**config.mk**
```make
export PLATFORM = sky130hd
export DESIGN_NAME = teach_record_playback_commander
export DESIGN_NICKNAME = d
export VERILOG_FILES = /design/src/design/trpc_pkg.sv /design/src/design/teach_record_playback_commander.sv /design/src/design/trpc_ram.sv /design/src/design/trpc_front.sv /design/src/design/trpc_back.sv
export SDC_FILE = /design/constraint.sdc
export NUM_CORES = 1
export LEC_CHECK = 0
export ABC_AREA = 1
export BUFFER_PORTS_ARGS = -buffer_cell sky130_fd_sc_hd__buf_2
export CAP_MARGIN = 30
export CORE_ASPECT_RATIO = 0.5
export CORE_UTILIZATION = 34
export CTS_CLUSTER_SIZE = 16
export DETAILED_ROUTE_END_ITERATION = 8
export GPL_ROUTABILITY_DRIVEN = 0
export MAX_ROUTING_LAYER = met4
export SETUP_SLACK_MARGIN = 0.3
export SLEW_MARGIN = 5
export SYNTH_ARGS = -nofsm -noshare
export SYNTH_HDL_FRONTEND = slang
export SYNTH_HIERARCHICAL = 1
export SYNTH_SLANG_ARGS = --single-unit
```
**constraint.sdc**
```tcl
create_clock -name aclk -period 2.3 [get_ports aclk]
set_input_delay 0.115 -clock aclk [delete_from_list [all_inputs] [get_ports aclk]]
set_output_delay 0.115 -clock aclk [all_outputs]
set_load 0.02 [all_outputs]
```
**src/design/trpc_pkg.sv**
```systemverilog
package trpc_pkg;

    // Record store geometry.
    localparam int RECORD_DEPTH = 32;
    localparam int REC_AW = (RECORD_DEPTH > 1) ? $clog2(RECORD_DEPTH) : 1;
    localparam int REC_CW = $clog2(RECORD_DEPTH + 1);
    localparam int CODE_W = 4;

    // Command queue between the front and the back.
    localparam int QUEUE_DEPTH = 2;
    localparam int Q_AW = (QUEUE_DEPTH > 1) ? $clog2(QUEUE_DEPTH) : 1;
    localparam int Q_CW = $clog2(QUEUE_DEPTH + 1);

    // Command characters.
    localparam logic [7:0] CHAR_UP_A = 8'h41;
    localparam logic [7:0] CHAR_UP_E = 8'h45;
    localparam logic [7:0] CHAR_UP_F = 8'h46;
    localparam logic [7:0] CHAR_UP_G = 8'h47;
    localparam logic [7:0] CHAR_LO_A = 8'h61;
    localparam logic [7:0] CHAR_LO_E = 8'h65;
    localparam logic [7:0] CHAR_LO_F = 8'h66;
    localparam logic [7:0] CHAR_LO_G = 8'h67;

    // Stored entry codes: 2*joint+reverse for pulses, then close and open.
    localparam logic [CODE_W-1:0] CODE_CLOSE = 4'd10;
    localparam logic [CODE_W-1:0] CODE_OPEN  = 4'd11;
    localparam logic [CODE_W-1:0] CODE_NONE  = 4'd15;

    typedef enum logic [1:0] {
        KIND_NONE  = 2'd0,
        KIND_PULSE = 2'd1,
        KIND_GRIP  = 2'd2
    } kind_t;

    typedef enum logic [1:0] {
        OP_MOTION = 2'd0,
        OP_TOGGLE = 2'd1,
        OP_PLAY   = 2'd2,
        OP_OTHER  = 2'd3
    } op_t;

    typedef struct packed {
        op_t               op;
        logic [CODE_W-1:0] code;
    } cmd_t;

    typedef struct packed {
        kind_t      kind;
        logic [2:0] joint;
        logic       reverse;
        logic       grip;
    } action_t;

    typedef struct packed {
        action_t act;
        logic    teach;
        logic    dropped;
        logic    playback;
        logic    last;
    } result_t;

    typedef struct packed {
        logic [REC_CW-1:0] record_count;
        logic              playing;
    } back_status_t;

    function automatic cmd_t decode_cmd(input logic [7:0] b);
        cmd_t       c;
        logic [7:0] d;
        c.op   = OP_OTHER;
        c.code = CODE_NONE;
        d      = 8'h00;
        if (b >= CHAR_UP_A && b <= CHAR_UP_E) begin
            d      = b - CHAR_UP_A;
            c.op   = OP_MOTION;
            c.code = {d[2:0], 1'b0};
        end else if (b >= CHAR_LO_A && b <= CHAR_LO_E) begin
            d      = b - CHAR_LO_A;
            c.op   = OP_MOTION;
            c.code = {d[2:0], 1'b1};
        end else if (b == CHAR_UP_F) begin
            c.op   = OP_MOTION;
            c.code = CODE_CLOSE;
        end else if (b == CHAR_LO_F) begin
            c.op   = OP_MOTION;
            c.code = CODE_OPEN;
        end else if (b == CHAR_UP_G) begin
            c.op = OP_TOGGLE;
        end else if (b == CHAR_LO_G) begin
            c.op = OP_PLAY;
        end
        return c;
    endfunction

    // Turns an entry code into an action; grip_in is the level before it.
    function automatic action_t perform_code(input logic [CODE_W-1:0] code,
                                             input logic grip_in);
        action_t a;
        a.kind    = KIND_NONE;
        a.joint   = 3'd0;
        a.reverse = 1'b0;
        a.grip    = grip_in;
        if (code < CODE_CLOSE) begin
            a.kind    = KIND_PULSE;
            a.joint   = code[3:1];
            a.reverse = code[0];
        end else if (code == CODE_CLOSE) begin
            a.kind = KIND_GRIP;
            a.grip = 1'b1;
        end else if (code == CODE_OPEN) begin
            a.kind = KIND_GRIP;
            a.grip = 1'b0;
        end
        return a;
    endfunction

endpackage

```
**src/design/teach_record_playback_commander.sv**
```systemverilog
// Teach, record and playback commander for a five-joint arm with a gripper.
// Each input beat carries one received command character. 'A' to 'E' pulse
// joints 0 to 4 forward and 'a' to 'e' pulse them in reverse; 'F' closes and
// 'f' opens the gripper. While teach mode is on, each of these motion commands
// is also appended to a 32-entry record store, and once the store is full
// further commands are still carried out but are flagged as dropped. 'G'
// toggles teach mode and empties the store when teach mode is switched on.
// 'g' replays the stored commands in order, one output beat per entry with the
// playback flag set and tlast on the final one, and then empties the store;
// with nothing stored it gives a single no-action beat. Any other character
// gives one no-action beat. A front stage decodes characters into a two-entry
// command queue, so up to two commands are taken while a replay is still
// running. A single-beat command is decoded into the queue register and then
// loaded into the output register. During a replay each entry goes through
// the record store's registered read port before it is loaded into the output
// register. A stalled output holds the back end, and the queue then fills and
// deasserts s_tready. After reset the store needs no clearing; only entries
// written since the last clear are ever replayed.
module teach_record_playback_commander (
    input  logic        aclk,
    input  logic        aresetn,
    input  logic        s_tvalid,
    output logic        s_tready,
    input  logic [7:0]  s_tdata,   // [7:0] rx_byte
    output logic        m_tvalid,
    input  logic        m_tready,
    output logic [15:0] m_tdata,   // [1:0] action_kind, [4:2] joint, [5] reverse,
                                   // [6] gripper_closed, [7] teach_active,
                                   // [8] record_dropped, [15:9] zero
    output logic        m_tuser,   // [0] from_playback
    output logic        m_tlast    // last
);
    logic                   cmd_valid;
    trpc_pkg::cmd_t         cmd;
    logic                   cmd_pop;
    trpc_pkg::result_t      res;
    trpc_pkg::back_status_t status;

    // Front end: takes characters and classifies them into queued commands.
    trpc_front u_front (
        .aclk      (aclk),
        .aresetn   (aresetn),
        .s_tvalid  (s_tvalid),
        .s_tready  (s_tready),
        .s_tdata   (s_tdata),
        .cmd_valid (cmd_valid),
        .cmd       (cmd),
        .cmd_pop   (cmd_pop)
    );

    // Back end: holds teach mode, gripper level and the record store, and
    // drives the output register.
    trpc_back u_back (
        .aclk      (aclk),
        .aresetn   (aresetn),
        .cmd_valid (cmd_valid),
        .cmd       (cmd),
        .cmd_pop   (cmd_pop),
        .m_valid   (m_tvalid),
        .m_ready   (m_tready),
        .m_res     (res),
        .status    (status)
    );

    assign m_tdata = {7'd0, res.dropped, res.teach, res.act.grip, res.act.reverse,
                      res.act.joint, res.act.kind};
    assign m_tuser = res.playback;
    assign m_tlast = res.last;

    // The fill level of the record store never passes its depth.
    assert property (@(posedge aclk) disable iff (!aresetn)
        status.record_count <= trpc_pkg::REC_CW'(trpc_pkg::RECORD_DEPTH))
        else $error("record count beyond store depth");

    // A replay is only running while there are entries left to replay.
    assert property (@(posedge aclk) disable iff (!aresetn)
        status.playing |-> (status.record_count != '0))
        else $error("replay running with an empty store");

    // Only a replay produces more than one beat for one command.
    assert property (@(posedge aclk) disable iff (!aresetn)
        (m_tvalid && !m_tlast) |-> m_tuser)
        else $error("non-final beat outside a replay");

    // A dropped record belongs to a live motion command in teach mode.
    assert property (@(posedge aclk) disable iff (!aresetn)
        (m_tvalid && m_tdata[8]) |-> (m_tdata[7] && !m_tuser && m_tdata[1:0] != 2'd0))
        else $error("drop flag on a beat that cannot be recorded");

    // Replayed entries always carry an action.
    assert property (@(posedge aclk) disable iff (!aresetn)
        (m_tvalid && m_tuser) |-> (m_tdata[1:0] != 2'd0))
        else $error("replayed beat without an action");

endmodule

```
**src/design/trpc_ram.sv**
```systemverilog
module trpc_ram #(
    parameter int WIDTH = 4,
    parameter int DEPTH = 32
) (
    input  logic                                         aclk,
    input  logic                                         we,
    input  logic [((DEPTH > 1) ? $clog2(DEPTH) : 1)-1:0] waddr,
    input  logic [WIDTH-1:0]                             wdata,
    input  logic [((DEPTH > 1) ? $clog2(DEPTH) : 1)-1:0] raddr,
    output logic [WIDTH-1:0]                             rdata
);
    logic [WIDTH-1:0] mem_reg [DEPTH];
    logic [WIDTH-1:0] rdata_reg;

    always_ff @(posedge aclk) begin
        if (we) begin
            mem_reg[waddr] <= wdata;
        end
        rdata_reg <= mem_reg[raddr];
    end

    assign rdata = rdata_reg;

endmodule

```
**src/design/trpc_front.sv**
```systemverilog
module trpc_front (
    input  logic                aclk,
    input  logic                aresetn,
    input  logic                s_tvalid,
    output logic                s_tready,
    input  logic [7:0]          s_tdata,
    output logic                cmd_valid,
    output trpc_pkg::cmd_t      cmd,
    input  logic                cmd_pop
);
    trpc_pkg::cmd_t                 q_reg [trpc_pkg::QUEUE_DEPTH];
    trpc_pkg::cmd_t                 q_next [trpc_pkg::QUEUE_DEPTH];
    logic [trpc_pkg::Q_AW-1:0]      wr_ptr_reg, wr_ptr_next;
    logic [trpc_pkg::Q_AW-1:0]      rd_ptr_reg, rd_ptr_next;
    logic [trpc_pkg::Q_CW-1:0]      fill_reg, fill_next;
    logic                           push;
    logic                           pop;

    assign s_tready  = (fill_reg != trpc_pkg::Q_CW'(trpc_pkg::QUEUE_DEPTH));
    assign cmd_valid = (fill_reg != '0);
    assign cmd       = q_reg[rd_ptr_reg];
    assign push      = s_tvalid && s_tready;
    assign pop       = cmd_pop && cmd_valid;

    always_comb begin
        q_next      = q_reg;
        wr_ptr_next = wr_ptr_reg;
        rd_ptr_next = rd_ptr_reg;
        fill_next   = fill_reg;
        if (push) begin
            q_next[wr_ptr_reg] = trpc_pkg::decode_cmd(s_tdata);
            if (wr_ptr_reg == trpc_pkg::Q_AW'(trpc_pkg::QUEUE_DEPTH - 1)) begin
                wr_ptr_next = '0;
            end else begin
                wr_ptr_next = wr_ptr_reg + 1'b1;
            end
        end
        if (pop) begin
            if (rd_ptr_reg == trpc_pkg::Q_AW'(trpc_pkg::QUEUE_DEPTH - 1)) begin
                rd_ptr_next = '0;
            end else begin
                rd_ptr_next = rd_ptr_reg + 1'b1;
            end
        end
        if (push && !pop) begin
            fill_next = fill_reg + 1'b1;
        end else if (pop && !push) begin
            fill_next = fill_reg - 1'b1;
        end
    end

    always_ff @(posedge aclk) begin
        q_reg <= q_next;
    end

    always_ff @(posedge aclk) begin
        if (!aresetn) begin
            wr_ptr_reg <= '0;
            rd_ptr_reg <= '0;
            fill_reg   <= '0;
        end else begin
            wr_ptr_reg <= wr_ptr_next;
            rd_ptr_reg <= rd_ptr_next;
            fill_reg   <= fill_next;
        end
    end

endmodule

```
**src/design/trpc_back.sv**
```systemverilog
module trpc_back (
    input  logic                    aclk,
    input  logic                    aresetn,
    input  logic                    cmd_valid,
    input  trpc_pkg::cmd_t          cmd,
    output logic                    cmd_pop,
    output logic                    m_valid,
    input  logic                    m_ready,
    output trpc_pkg::result_t       m_res,
    output trpc_pkg::back_status_t  status
);
    typedef enum logic [2:0] {
        ST_IDLE      = 3'b001,
        ST_PLAY_RD   = 3'b010,
        ST_PLAY_EMIT = 3'b100
    } back_state_t;

    back_state_t                        state_reg, state_next;
    logic                               teach_reg, teach_next;
    logic                               grip_reg, grip_next;
    logic [trpc_pkg::REC_CW-1:0]        count_reg, count_next;
    logic [trpc_pkg::REC_AW-1:0]        idx_reg, idx_next;
    logic                               out_valid_reg, out_valid_next;
    trpc_pkg::result_t                  out_res_reg, out_res_next;

    logic                               out_free;
    logic                               ram_we;
    logic [trpc_pkg::CODE_W-1:0]        ram_rdata;
    trpc_pkg::action_t                  act;
    logic                               is_last;

    trpc_ram #(
        .WIDTH (trpc_pkg::CODE_W),
        .DEPTH (trpc_pkg::RECORD_DEPTH)
    ) u_store (
        .aclk  (aclk),
        .we    (ram_we),
        .waddr (count_reg[trpc_pkg::REC_AW-1:0]),
        .wdata (cmd.code),
        .raddr (idx_reg),
        .rdata (ram_rdata)
    );

    assign out_free = !out_valid_reg || m_ready;
    assign is_last  = ((trpc_pkg::REC_CW'(idx_reg) + trpc_pkg::REC_CW'(1)) == count_reg);

    always_comb begin
        state_next     = state_reg;
        teach_next     = teach_reg;
        grip_next      = grip_reg;
        count_next     = count_reg;
        idx_next       = idx_reg;
        out_res_next   = out_res_reg;
        out_valid_next = out_valid_reg && !m_ready;
        cmd_pop        = 1'b0;
        ram_we         = 1'b0;
        act            = trpc_pkg::perform_code(trpc_pkg::CODE_NONE, grip_reg);

        unique case (state_reg)
            ST_IDLE: begin
                if (cmd_valid && out_free) begin
                    cmd_pop               = 1'b1;
                    out_res_next.dropped  = 1'b0;
                    out_res_next.playback = 1'b0;
                    out_res_next.last     = 1'b1;
                    out_res_next.teach    = teach_reg;
                    out_res_next.act      = act;
                    unique case (cmd.op)
                        trpc_pkg::OP_MOTION: begin
                            act = trpc_pkg::perform_code(cmd.code, grip_reg);
                            grip_next = act.grip;
                            out_res_next.act = act;
                            if (teach_reg) begin
                                if (count_reg < trpc_pkg::REC_CW'(trpc_pkg::RECORD_DEPTH)) begin
                                    ram_we     = 1'b1;
                                    count_next = count_reg + 1'b1;
                                end else begin
                                    out_res_next.dropped = 1'b1;
                                end
                            end
                            out_valid_next = 1'b1;
                        end
                        trpc_pkg::OP_TOGGLE: begin
                            teach_next = !teach_reg;
                            if (!teach_reg) begin
                                count_next = '0;
                            end
                            out_res_next.teach = !teach_reg;
                            out_valid_next     = 1'b1;
                        end
                        trpc_pkg::OP_PLAY: begin
                            if (count_reg == '0) begin
                                out_valid_next = 1'b1;
                            end else begin
                                idx_next   = '0;
                                state_next = ST_PLAY_RD;
                            end
                        end
                        default: begin
                            out_valid_next = 1'b1;
                        end
                    endcase
                end
            end
            ST_PLAY_RD: begin
                // The store's read port answers on the next cycle.
                state_next = ST_PLAY_EMIT;
            end
            ST_PLAY_EMIT: begin
                if (out_free) begin
                    act = trpc_pkg::perform_code(ram_rdata, grip_reg);
                    grip_next             = act.grip;
                    out_res_next.act      = act;
                    out_res_next.teach    = teach_reg;
                    out_res_next.dropped  = 1'b0;
                    out_res_next.playback = 1'b1;
                    out_res_next.last     = is_last;
                    out_valid_next        = 1'b1;
                    if (is_last) begin
                        count_next = '0;
                        state_next = ST_IDLE;
                    end else begin
                        idx_next   = idx_reg + 1'b1;
                        state_next = ST_PLAY_RD;
                    end
                end
            end
            default: begin
                state_next = ST_IDLE;
            end
        endcase
    end

    always_ff @(posedge aclk) begin
        out_res_reg <= out_res_next;
        idx_reg     <= idx_next;
    end

    always_ff @(posedge aclk) begin
        if (!aresetn) begin
            state_reg     <= ST_IDLE;
            teach_reg     <= 1'b0;
            grip_reg      <= 1'b0;
            count_reg     <= '0;
            out_valid_reg <= 1'b0;
        end else begin
            state_reg     <= state_next;
            teach_reg     <= teach_next;
            grip_reg      <= grip_next;
            count_reg     <= count_next;
            out_valid_reg <= out_valid_next;
        end
    end

    assign m_valid             = out_valid_reg;
    assign m_res               = out_res_reg;
    assign status.record_count = count_reg;
    assign status.playing      = (state_reg != ST_IDLE);

endmodule

```
# After elaboration in Yosys (flattened, before gate mapping)
# Memory sizes are Yosys's and may differ from the RTL's. A register that Yosys moved wholly into a read port is not among the register bits.
# Cells that the tools add are included.
# W data, S select, Z words.
# totals
regBits,44
ram_bits,128
inputBits,12
out_inout_bits,20
wordCells,173
n_memories,1
# memory_table
name,words,word_bits,read_ports,rd_clocked_by_memory_dff,write_ports,line_no,text
u_back.u_store.mem_reg,32,4,1,1,1,trpc_ram.sv:12,logic [WIDTH-1:0] mem_reg [DEPTH];
# op_classes
addsub,9
n_lt_le_gt_ge,10
n_eq_ne,26
mux,78
bitwise_logic,2
n_reduce_logical,26
# ops
operator,n
$mux W6,14
$eq A8 B7 Y1 const B,4
$mux W1,29
$mux W5,5
$pmux W6 S2,2
$mux W11,2
$mux W2,11
$pmux W11 S2,1
$eq A4 B4 Y1 const B,4
$ge A8 B7 Y1 const B,2
$le A8 B7 Y1 const B,2
$mux W3,5
$bwmux W12,1
$ne A2 B2 Y1 const B,5
$pmux W5 S2,1
$logic_and A1 B1 Y1,9
$pmux W3 S3,1
$lt A4 B4 Y1 const B,2
$mux W4,2
$reduce_and A4 Y1,2
$reduce_and A8 Y1,1
$mux W7,1
$add A5 B1 Y6 const B,1
$add A6 B1 Y6 const B,1
28 further kinds,43

# Longest topological paths before layout
# Gate-level depths: netlist of run 1.
# logic_depth
word_depth,11
mapped_depth,13
mapped_depth_nobuf,12

# By module
# The synthesis of run 1 kept the hierarchy.
# modules_own_cells
module,instances,cells_each,area_each_um2,seq_area_each_um2
trpc_ram,1,486,5496.5,3923.8
trpc_back,1,217,1619.1,720.7
trpc_front,1,126,948.4,440.4
teach_record_playback_commander,1,8,56.3,0.0

# Least setup slack after synthesis of run 1
# Ideal clock, no wire load.
# synth_timing
path_kind,register -> register
start,register u_front.rd_ptr_reg
end,memory u_back.u_store.mem_reg[11][0] (enable)
arrival_ns,1.946
path_slack_ns,0.024
stages_incl_launch_ff,9
path_buffers,0
period_less_slack_ns,2.276
path_cell_list,dfxtp_1 > inv_1 > nand2_1 > nand2_1 > nor2_1 > inv_1 > nor4_1 > nand3_1 > nor2_1
# synth_rtl
element,line_no,text
from (decl),trpc_front.sv:14,"logic [trpc_pkg::Q_AW-1:0] rd_ptr_reg, rd_ptr_next;"
from (signal assigned),trpc_front.sv:63,rd_ptr_reg <= rd_ptr_next;
to (decl),trpc_ram.sv:12,

==> impl_summary.md, run 1 <==
Global route
The overall global routing resource usage is between 15 and 20%. Entering global routing, the biggest net connects 65 pins. The first global-routing pass estimated roughly 29 mm of wire.

The initial antenna violation count was 0. The total overflow left after global routing is 0. The number of global-route vias before repair is 5777.

STA
The final setup skew is a little under 0.009 ns. The smallest setup slack after layout is 0.366 ns. Based on the critical path, the design can be clocked at up to 517 MHz. The count of final setup violators is 0.

The pin slew with the least headroom to its limit is about 0.56 ns. The minimum hold slack is 0.0416 ns. For the final routed database, the setup TNS stands at 0 ns. The period utilization is between 80 and 90%. The final count of pins violating max slew is 0. The relative slew slack is between 60% and 70%. The number of endpoints with negative hold slack in the final report is 0. Setup repair after global routing could not meet its margin everywhere. The time the worst path needs with I/O delays and setup is ~1.9 ns.

Logic synthesis
The synthesized design devotes to its leading area cell type around 58% of total area. Summing every instance area after synthesis gives about 8100 um^2. The count of distinct cell types in the synthesized netlist is 34. The synthesized area per cell is just under 10 um^2.

The multiplexer area fraction after synthesis is 0%. The count of state elements after synthesis is ~180. The sequential share of the synthesized area is a little over three fifths. The cell count after synthesis is approximately 840. The combinational family with the most area after synthesis is simple AND/OR/NAND/NOR gates. The post-synthesis simple-gate area fraction is a little over a quarter. The post-synthesis adder-cell area fraction is between 1 and 1.5%. Ranked by total cell area, the synthesized netlist is headed by sky130_fd_sc_hd__edfxtp_1 58%, sky130_fd_sc_hd__nand2_1 13%, sky130_fd_sc_hd__nand3_1 8.3%. The xor and xnor fraction of the mapped netlist area is less than 1%.

The synthesized design contains ~160 enable-type register cells. The Yosys step of the flow raised 6 warnings. After synthesis, the share of flip-flops with an asynchronous set or reset is 0%. The synthesized-area fraction occupied by ao, oa, aoi and oai cells is 3.10%. The commonest register cell after synthesis is sky130_fd_sc_hd__edfxtp_1. The library cell occupying the most area in the post-synthesis netlist is sky130_fd_sc_hd__edfxtp_1.

Power
The clock network burns 25.2% of the power. The cell internal power dissipation is about 7400 uW. The maximum vdd ir drop is slightly above 0.0005 V. The part of the power in registers is 36.3%. Per report_power, the combinational group accounts for 38.5% of the total.

For this design the total switching power over the nets is approximately 4600 uW. Power spread over the standard cell area amounts to approximately 1200 nW/um^2. Of the total power, the share spent switching nets is approximately 38%.

The leakage power total is 0.00375 uW.

Min path
The instance count along the most critical hold path is 4. The worst hold path terminates at u_back/state_reg[2]$_SDFFE_PN0P_. The worst hold path belongs to the class in2reg.

The worst hold path begins at m_tready.

Layout
In the layout the commonest cells are 270 x sky130_fd_sc_hd__nand2_1, 156 x sky130_fd_sc_hd__edfxtp_1, 130 x sky130_fd_sc_hd__nand3_1. Relative to the synthesized area, the layout overhead comes to 21.0%. The total inserted antenna cells is 0. The total number of nets in the final design is roughly 910.

Cells fill a little over two fifths of the core in the end. The leading cell type in the layout, fill and taps excluded is sky130_fd_sc_hd__nand2_1. The register with the most flip-flops in the layout has roughly 130 of them.

The share of cells above drive strength 1 is 18.6%.

Clock network
The clock root buffer master is sky130_fd_sc_hd__clkbuf_16. The number of clock buffers added by TritonCTS is 17. The clock tree from TritonCTS is yes. Counting along the longest clock path gives a buffer depth of 2.

The clock drives ~180 sinks. The maximum level of the CTS H-tree is 4. The register clock-pin slew on the reported worst setup and hold paths is around 0.070 ns.

The clock network latency to the later pin of the worst-skew pair is 0.43 ns.

Critical path
The worst setup path is launched from a flip-flop. The worst setup path is captured at a flip-flop. The endpoint of the most critical register-to-register path is u_back/u_store/mem_reg[2][1]$_DFFE_PP_. The worst register-to-register path begins at u_front/rd_ptr_reg$_SDFFE_PN0P_. The setup path with the least slack is of type reg2reg. The arrival time reported for the critical path endpoint is a little over 2 ns. Along the worst path, the maximum fanout reaches 8.

The setup check on the worst reg-to-reg path leaves a slack of between 0.3 and 0.4 ns. For the worst setup path, the data required time is between 2 and 2.5 ns. The most critical setup path has its startpoint at u_front/rd_ptr_reg$_SDFFE_PN0P_.

The worst reg-to-reg path cell count is 10.

Place
Once detailed placement completed, the half-perimeter wirelength came to around 12 mm. The minimum setup slack after placement is roughly 0.22 ns. During placement, the flow inserted port buffers numbering 24.

Floorplanning
For this design the top-level I/O count stands at 32. Once the floorplan was initialized, standard cells occupied 35.1% of the core. The placement row count is 39. The die covers between 20000 and 25000 um^2. After floorplanning, the core was sized to cover about 23000 um^2. From left edge to right edge, the die measures 221 um.

The vertical die dimension is approximately 110 um.

Routing
For this run, design rule violations remaining after detail routing come to 1. The number of antenna-violating nets in the routed design is 0. The DRC violation total after the first TritonRoute iteration is about 440. The total wire length after detailed routing is between 15 and 20 mm.

The total via count after detailed routing is between 5000 and 6000. After detailed routing, the number of vias per cell comes to between 4 and 5. The average routed wire per standard cell is ~16 um. The first detailed-routing pass ran for 6 iterations.

Outcome
The checks that failed: design-rule violations. The run finished, with violations left.

Job
Max-cap violations in this run came to 0.
-- logic make-up (layout without fill, tap and decap cells) --
kind of cell               count (synthesis)  after routing
DFF                                      176            176
other                                      1              7
and+or+nand+nor                          500            500
xor gates and xnor gates                   1              1
AOI/OAI and AO/OA                         46             46
adders and majority gates                  8              8
buffers and inverters                    105            166
-- cell usage after synthesis, drive strengths merged (2+ instances only) --
cell type    n
o211ai       2
clkbuf       4
dfxtp       20
nor2        70
o21ai       21
edfxtp     156
nand2      279
nand3      138
nor3         3
and2         2
nand4        6
ha           8
inv         70
a21oi       16
o22ai        4
buf         31
-- worst max-delay path, stage by stage (launching register included) --
cell                      delay (ns)
sky130_fd_sc_hd__dfxtp_4        0.38
sky130_fd_sc_hd__inv_2          0.07
sky130_fd_sc_hd__nand2_1        0.08
sky130_fd_sc_hd__nand2_2        0.08
sky130_fd_sc_hd__nor2_4         0.17
sky130_fd_sc_hd__inv_2          0.08
sky130_fd_sc_hd__nor4_4         0.16
sky130_fd_sc_hd__buf_6          0.18
sky130_fd_sc_hd__nand3_4        0.08
sky130_fd_sc_hd__buf_12         0.17
sky130_fd_sc_hd__nor2_4         0.16
-- final cells by class --
class                           instances  area [um^2]
Tap cell                              307          384
Sequential cell                       176         5090
Multi-Input combinational cell        562         2890
Fill cell                            2214        13300
Clock buffer                           18          429
Inverter                               70          269
Clock inverter                         14          196
Timing Repair Buffer                   64          573
-- through the flow --
step | power (uW) | cells | area [um^2]
floorplan | 7440 | 843 | 8360
global placement | 8540 | 1156 | 8740
detailed placement | 8580 | 1156 | 8740
CTS | 11700 | 1193 | 9490
global route | 12800 | 1211 | 9830
finish | 12100 | 1211 | 9830
-- power groups by stage --
stage	Combinational (uW)	Sequential, uW	Clock [uW]
detailed placement	4160	4420	0
global route	5140	4410	3230
finish	4640	4380	3050
CTS	4210	4360	3100
floorplan	2910	4530	0
global placement	4130	4410	0
-- how the worst max path moves through the flow --
stage                                                          to  cells after the start
after floorplan           u_back/u_store/mem_reg[11][0]$_DFFE_PP_                      8
after detailed placement  u_back/u_store/mem_reg[15][3]$_DFFE_PP_                      9
final                      u_back/u_store/mem_reg[2][1]$_DFFE_PP_                     10
after global routing              u_back/idx_reg[4]$_SDFFCE_PN0P_                     10
after global placement     u_back/u_store/mem_reg[7][1]$_DFFE_PP_                      9
after CTS                 u_back/u_store/mem_reg[14][2]$_DFFE_PP_                      8
-- layer usage --
metal	part of all wire (%)	vias to the layer above	track usage (%)
li1	-	2928	-
met1	46	2847	20.5
met3	5.6	29	4.55
met4	1.6	0	4.38
met5	0	-	-
met2	47	175	25.3
-- repair_timing --
action,4_1_cts,5_1_grt
setup endpoints to repair,134,122
endpoints found under the hold margin,4,0
buffers inserted,3,15
hold buffers,2,0
cloned,0,3
pin swaps,4,11
resized for setup,10,27
(Power assumes the default switching activity.)
==> run 2, diff against run 1 <==
clock period = 1.7 ns   (was 2.3 ns; I/O delays follow)
==> impl_summary.md, run 2 (synthesized netlist as in run 1, its figures left out) <==
Routing
The total wire length after detailed routing is 20.4 mm (+7.8%). The number of search-and-repair iterations in the first detailed-routing pass was 7 (+1). The number of antenna-violating nets in the routed design is 0 (unchanged).

The post-detailed-route DRC marker count was 1 (unchanged). The total via count after detailed routing came to 6282 (+5.1%). The DRC violation total after the first TritonRoute iteration is 360 (-18%). The average routed wire per standard cell was 16.0 um (+2.3%).

The via count normalized by instance count was 4.92 (-0.28%).

Power
The total chip power came to 18900 uW (+57%). The leakage power total is 0.00435 uW (+16%). The power per cell area is 1680 nW/um^2 (+37%). The maximum vdd ir drop was 0.000909 V (+79%).

Layout
The leading cell type in the layout, fill and taps excluded is sky130_fd_sc_hd__nand2_1. The synthesis-to-layout area growth is 38.9%. The total number of nets in the final design came to 976 (+7.1%). The post-route core utilization came to 48.8% (+6.3 points).

The number of flip-flops under the largest register name is 128 (unchanged). The total inserted antenna cells is 0 (unchanged). The share of cells above drive strength 1 is 42.4% (+24 points). Leaving out fill and tap cells, the most frequent cells in the layout are 183 x sky130_fd_sc_hd__nand2_1, 156 x sky130_fd_sc_hd__edfxtp_1, 73 x sky130_fd_sc_hd__nand2_2.

Floorplanning
The x dimension of the die is 221 um (unchanged). The initial core utilization is 35.1% (unchanged). The vertical die dimension is 111 um (unchanged).

The die footprint came to 24500 um^2 (unchanged). The count of boundary I/O pins is 32 (unchanged). The area of the placeable core came to 23100 um^2 (unchanged). The placement row count was 39 (unchanged).

Outcome
The checks that failed: design-rule violations, negative setup slack. The flow ran to the end, but the final reports show violations.

Critical path
The setup slack on the worst flop-to-flop path is -0.12 ns (-0.48 ns). The endpoint required time on the critical path is 2.07 ns (-0.36 ns). The arrival time reported for the critical path endpoint was 2.19 ns (+0.13 ns). The nature of the critical path endpoint is a flip-flop.

The kind of start point of the critical path is a flip-flop. The top fanout value on the critical path is 2 (-6). The worst setup path category is reg2reg.

Clock network
The number of buffers created by CTS came to 17 (unchanged). The maximum level of the CTS H-tree was 4 (unchanged). The clock network latency to the later pin of the worst-skew pair is 0.43 ns (about the same).

The total clock sinks was 176 (unchanged). The maximum number of buffers from clock root to sink is 2 (unchanged). The register clock-pin slew on the reported worst setup and hold paths came to 0.07 ns (about the same).

TritonCTS built the clock tree. Clock tree synthesis selected as its root buffer the cell sky130_fd_sc_hd__clkbuf_16.

Place
The estimated wirelength of the detail-placed design is 12.6 mm (+5.4%). The number of buffer cells added on primary ports is 24 (unchanged).

STA
The final count of pins violating max slew is 0 (unchanged). The pin slew with the least headroom to its limit came to 0.507 ns (-0.0515 ns). The smallest setup slack after layout came to -0.118 ns (-0.484 ns).

The number of endpoints with negative hold slack in the final report is 0 (unchanged). The highest clock frequency the design can meet is 550 MHz (+6.4%). The period utilization is 107% (+23 points). The count of final setup violators is 146 (+146). The relative slew slack came to 66.1% (+3.5 points). Setup repair after global routing could not meet its margin everywhere. The final setup skew is 0.00793 ns (-0.000988 ns).

The time the worst path needs with I/O delays and setup was 1.82 ns (-0.116 ns).

Global route
The overall global routing resource usage came to 17.6% (+1.5 points). The residual overflow from global routing is 0 (unchanged). The number of global-route vias before repair is 6278 (+8.7%). The first-pass GRT wire length was 32.1 mm (+9.1%). The initial antenna violation count is 0 (unchanged). The largest net degree at the start of global routing came to 33 (-49%).

Min path
In this run the worst hold path is classified as in2reg.

Job
The max-cap violation count was 0 (unchanged).
-- run 2: final timing paths --
| kind | cells past startpoint | endpoint | start |
|---|---|---|---|
| hold reg to reg | 2 | u_front/fill_reg[0]$_SDFFE_PN0P_ | u_front/fill_reg[0]$_SDFFE_PN0P_ |
| setup / recovery | 13 | u_back/state_reg[0]$_SDFFE_PN1P_ | u_back/idx_reg[0]$_SDFFCE_PN0P_ |
| hold / removal | 3 | u_front/q_reg[3]$_DFFE_PP_ | s_tdata[2] |
| setup reg to reg | 13 | u_back/state_reg[0]$_SDFFE_PN1P_ | u_back/idx_reg[0]$_SDFFCE_PN0P_ |
-- run 2: per-layer routing --
metal | wire length (um) | GRT usage, % | share of wire [%] | vias up
li1 | - | - | - | 3055
met1 | 9290 | 22.5 | 45 | 3038
met2 | 9830 | 27.6 | 48 | 156
met3 | 925 | 3.73 | 4.5 | 33
met4 | 393 | 6.53 | 1.9 | 0
met5 | 0 | - | 0 | -
-- run 2: area by class of cell --
| cell class | count | area (um^2) |
|---|---|---|
| Clock inverter | 14 | 114 |
| Inverter | 70 | 303 |
| Timing Repair Buffer | 129 | 1330 |
| Sequential cell | 176 | 5100 |
| Multi-Input combinational cell | 562 | 3620 |
| Tap cell | 307 | 384 |
| Fill cell | 2055 | 11800 |
| Clock buffer | 18 | 429 |
-- run 2: per-stage QoR --
step	TNS, ns	cell area (um^2)	std cells	hold WS (ns)	worst slack (ns)
final	-8.19	11300	1276	0.0683	-0.118
after detailed placement	-17.45	9260	1208	0.429	-0.200
after floorplan	-32.16	8470	843	0.169	-0.266
after global routing	-24.78	11300	1276	0.0824	-0.247
after CTS	-2.96	10700	1269	0.0551	-0.115
after global placement	-14.21	9260	1208	0.411	-0.163
-- run 2: timing repair --
item,4_1_cts,5_1_grt
setup buffers,22,6
pin swaps,58,56
hold buffers,2,0
setup endpoints to repair,183,217
gates cloned,5,1
gates resized for setup,133,138
endpoints found under the hold margin,4,0
-- run 2: worst max-delay path, stage by stage (launching register included) --
cell and delay (ns):
sky130_fd_sc_hd__edfxtp_1 0.45, sky130_fd_sc_hd__ha_4 0.31, sky130_fd_sc_hd__inv_2 0.04, sky130_fd_sc_hd__nand2_1 0.05, sky130_fd_sc_hd__nand2_1 0.05, sky130_fd_sc_hd__nor2_1 0.09
sky130_fd_sc_hd__nand3_1 0.07, sky130_fd_sc_hd__nor2_1 0.12, sky130_fd_sc_hd__nand3_2 0.12, sky130_fd_sc_hd__buf_4 0.16, sky130_fd_sc_hd__buf_6 0.11, sky130_fd_sc_hd__nor2_4 0.07
sky130_fd_sc_hd__o21ai_2 0.06, sky130_fd_sc_hd__nand3_2 0.08
-- run 2: power by group --
| part | internal [uW] | switching (uW) |
|---|---|---|
| registers | 5640 | 246 |
| clock network | 2000 | 1630 |
| logic | 3880 | 5530 |
| total | 11500 | 7410 |
==> run 3, diff against run 2 <==
CELL_PAD_IN_SITES_DETAIL_PLACEMENT = 0   (was unset)
CELL_PAD_IN_SITES_GLOBAL_PLACEMENT = 2   (was unset)
PLACE_DENSITY_LB_ADDON = 0.1   (was unset)
==> impl_summary.md, run 3 (synthesized netlist as in run 1, its figures left out) <==
Clock network
The clock network latency to the later pin of the worst-skew pair is 0.45 ns (+0.02 ns). The clock tree from TritonCTS is yes. The clock root buffer master is sky130_fd_sc_hd__clkbuf_16. The number of buffers created by CTS is 17 (unchanged). The register clock-pin slew on the reported worst setup and hold paths is 0.06 ns (about the same). The maximum number of buffers from clock root to sink was 2 (unchanged). The total clock sinks is 176 (unchanged).

The maximum level of the CTS H-tree is 4 (unchanged).

STA
The smallest setup slack after layout is -0.151 ns (-0.0327 ns). The time the worst path needs with I/O delays and setup came to 1.85 ns (+0.0327 ns). The count of final setup violators is 141 (-3.4%). The minimum hold slack is 0.0668 ns (-0.00154 ns). The final count of pins violating max slew is 0 (unchanged). The number of endpoints with negative hold slack in the final report came to 0 (unchanged). The final setup skew is 0.0118 ns (+0.00391 ns). The highest clock frequency the design can meet was 540 MHz (-1.8%). Setup repair after global routing could not meet its margin everywhere. The period utilization came to 109% (+1.9 points).

Layout
The total number of nets in the final design is 969 (-0.72%). The library cells used most frequently in the layout, excluding fill and tap cells, are 252 x sky130_fd_sc_hd__nand2_1, 156 x sky130_fd_sc_hd__edfxtp_1, 128 x sky130_fd_sc_hd__nand3_1. Relative to the synthesized area, the layout overhead comes to 30.8%. The number of flip-flops under the largest register name is 128 (unchanged). The library cell used most frequently in the layout, excluding fill and tap cells, is sky130_fd_sc_hd__nand2_1. The share of cells above drive strength 1 is 27.4% (-15 points). The total inserted antenna cells is 0 (unchanged).

Global route
The number of global-route vias before repair is 6145 (-2.1%). The first-pass GRT wire length came to 34.3 mm (+7.1%). The largest net degree at the start of global routing is 34 (+3.0%). The overall global routing resource usage is 19.6% (+2.0 points). The initial antenna violation count was 0 (unchanged). The residual overflow from global routing is 0 (unchanged).

Critical path
The kind of cell adding the most delay to the critical path is simple AND/OR/NAND/NOR gates. The count of buffer and inverter cells on the critical path is 3 (unchanged). The number of stages on the worst setup path is 13 (unchanged).

The worst reg-to-reg path cell count was 13 (unchanged). The arrival time reported for the critical path endpoint was 2.23 ns (+0.04 ns). The endpoint required time on the critical path is 2.08 ns (about the same).

The startpoint of the most critical register-to-register path is u_back/idx_reg[1]$_SDFFCE_PN0P_. The endpoint of the most critical register-to-register path is u_back/state_reg[0]$_SDFFE_PN1P_. Walking the worst path, the cells encountered are ha_1 > inv_1 > nand2_1 > nand2_1 > nor2_1 > nand3_1 > nor2_1 > nand3_2 > buf_4 > buf_4 > nor2_1 > o21ai_1 > nand3_1. The worst setup path category is reg2reg. The worst setup path is captured at a flip-flop. The largest individual stage delay along the critical path comes from the cell sky130_fd_sc_hd__edfxtp_1. The cell type with the highest occurrence count on the critical path is sky130_fd_sc_hd__nor2_1. The delay of the slowest critical-path stage came to 0.41 ns (-0.04 ns). The top fanout value on the critical path is 2 (unchanged). The setup slack on the worst flop-to-flop path was -0.15 ns (-0.03 ns).

The kind of start point of the critical path is a flip-flop.

Power
The maximum vdd ir drop came to 0.000838 V (-7.8%). The switching part of the total was 37.6% (-1.5 points). The part of the power in registers is 31.9% (+0.8 points). The power per cell area is 1720 nW/um^2 (+2.7%). The leakage power total is 0.00413 uW (-5.1%). The combinational cell fraction of total power came to 44.1% (-5.6 points). The clock network fraction of design power was 24.1% (+4.9 points).

The net switching power of the design was 6890 uW (-7.0%). The cell internal power dissipation came to 11400 uW (-0.88%).

Routing
The total via count after detailed routing is 6106 (-2.8%). The number of search-and-repair iterations in the first detailed-routing pass is 5 (-2). The DRC violation total after the first TritonRoute iteration is 263 (-27%). The post-detailed-route DRC marker count came to 0 (-1). The number of antenna-violating nets in the routed design was 0 (unchanged). The via count normalized by instance count is 4.81 (-2.3%). The total wire length after detailed routing is 21.6 mm (+5.7%).

The average routed wire per standard cell came to 17.0 um (+6.3%).

Min path
The startpoint identified for the worst hold timing path is s_tdata[2]. The type of the worst min-delay path is in2reg. The instance count along the most critical hold path is 3 (unchanged). The end point of the most critical hold path is u_front/q_reg[9]$_DFFE_PP_.

Place
The estimated wirelength of the detail-placed design is 14.4 mm (+14%). The number of buffer cells added on primary ports is 24 (unchanged). The minimum setup slack after placement came to -0.210 ns (-0.00949 ns).

Floorplanning
The placement row count is 39 (unchanged). The initial core utilization is 35.1% (unchanged). The x dimension of the die is 221 um (unchanged). The vertical die dimension is 111 um (unchanged). The count of boundary I/O pins is 32 (unchanged). The die footprint is 24500 um^2 (unchanged). The area of the placeable core is 23100 um^2 (unchanged).

Outcome
The flow ran to the end, but the final reports show violations. The final reports fail on negative setup slack.

Job
The max-cap violation count is 0 (unchanged).
-- run 3: changes by cell type in the layout (fill, tap and decap cells not counted), moves of 4 or more --
cell and change:
sky130_fd_sc_hd__nand2_4 -12, sky130_fd_sc_hd__nand3_2 -65, sky130_fd_sc_hd__nand2_2 -57, sky130_fd_sc_hd__buf_4 +10, sky130_fd_sc_hd__nand2_1 +69, sky130_fd_sc_hd__nand3_1 +64, sky130_fd_sc_hd__bufinv_16 +4, sky130_fd_sc_hd__buf_6 -10
-- run 3: tightest hold or removal path: cells and delay by family --
| family | cells | cell delay (ns) |
|---|---|---|
| and+or+nand+nor | 2 | 0.18 |
| buffers and inverters | 1 | 0.12 |
-- run 3: per-layer routing --
layer / track usage [%] / up-vias / part of all wire (%)
li1: - / 3045 / -
met1: 26.4 / 2953 / 49
met2: 29.4 / 97 / 46
met3: 5.10 / 11 / 4.2
met4: 4.79 / 0 / 0.76
met5: - / - / 0
-- run 3: timing repair --
action                                  4_1_cts  5_1_grt
pin swaps                                    25       12
buffers inserted                             14        6
endpoints found under the setup margin      168      180
resized for setup                            55       26
gates cloned                                  1        0
hold buffers                                  2        0
hold endpoints to repair                      5        0
-- run 3: power groups by stage --
stage	Sequential, uW	Combinational [uW]	Clock [uW]
floorplan	6140	4110	0
global placement	5900	7120	0
detailed placement	5910	7110	0
CTS	5840	7820	4520
global route	5870	8890	4700
finish	5830	8080	4410
-- run 3: per-stage QoR --
step                      setup TNS (ns)  util [%]  power (uW)  cells  area (um^2)
after floorplan                   -32.16         -       10200    843         8470
after global routing              -21.47      45.9       19500   1269        10600
after global placement            -11.34      40.7       13000   1214         9410
final                              -7.98      45.9       18300   1269        10600
after CTS                         -10.41      45.3       18200   1263        10500
after detailed placement          -16.43      40.7       13000   1214         9410
-- run 3: area by class of cell --
cell class / count / area, um^2
clock inverters: 13 / 218
fillers: 2268 / 12500
inverters: 70 / 297
flip-flops and latches: 176 / 5100
repair buffers: 122 / 1150
multi-input cells: 562 / 3030
clock buffers: 19 / 443
well taps: 307 / 384
-- run 3: worst max-delay path by stage --
stage                                          from                                       to  slack [ns]
floorplan           u_front/rd_ptr_reg$_SDFFE_PN0P_  u_back/u_store/mem_reg[11][0]$_DFFE_PP_       -0.27
global placement    u_front/rd_ptr_reg$_SDFFE_PN0P_   u_back/u_store/mem_reg[9][1]$_DFFE_PP_       -0.17
detailed placement  u_front/rd_ptr_reg$_SDFFE_PN0P_   u_back/u_store/mem_reg[1][0]$_DFFE_PP_       -0.21
CTS                 u_back/idx_reg[1]$_SDFFCE_PN0P_         u_back/state_reg[0]$_SDFFE_PN1P_       -0.15
global route        u_back/idx_reg[1]$_SDFFCE_PN0P_         u_back/state_reg[0]$_SDFFE_PN1P_       -0.31
finish              u_back/idx_reg[1]$_SDFFCE_PN0P_         u_back/state_reg[0]$_SDFFE_PN1P_       -0.15
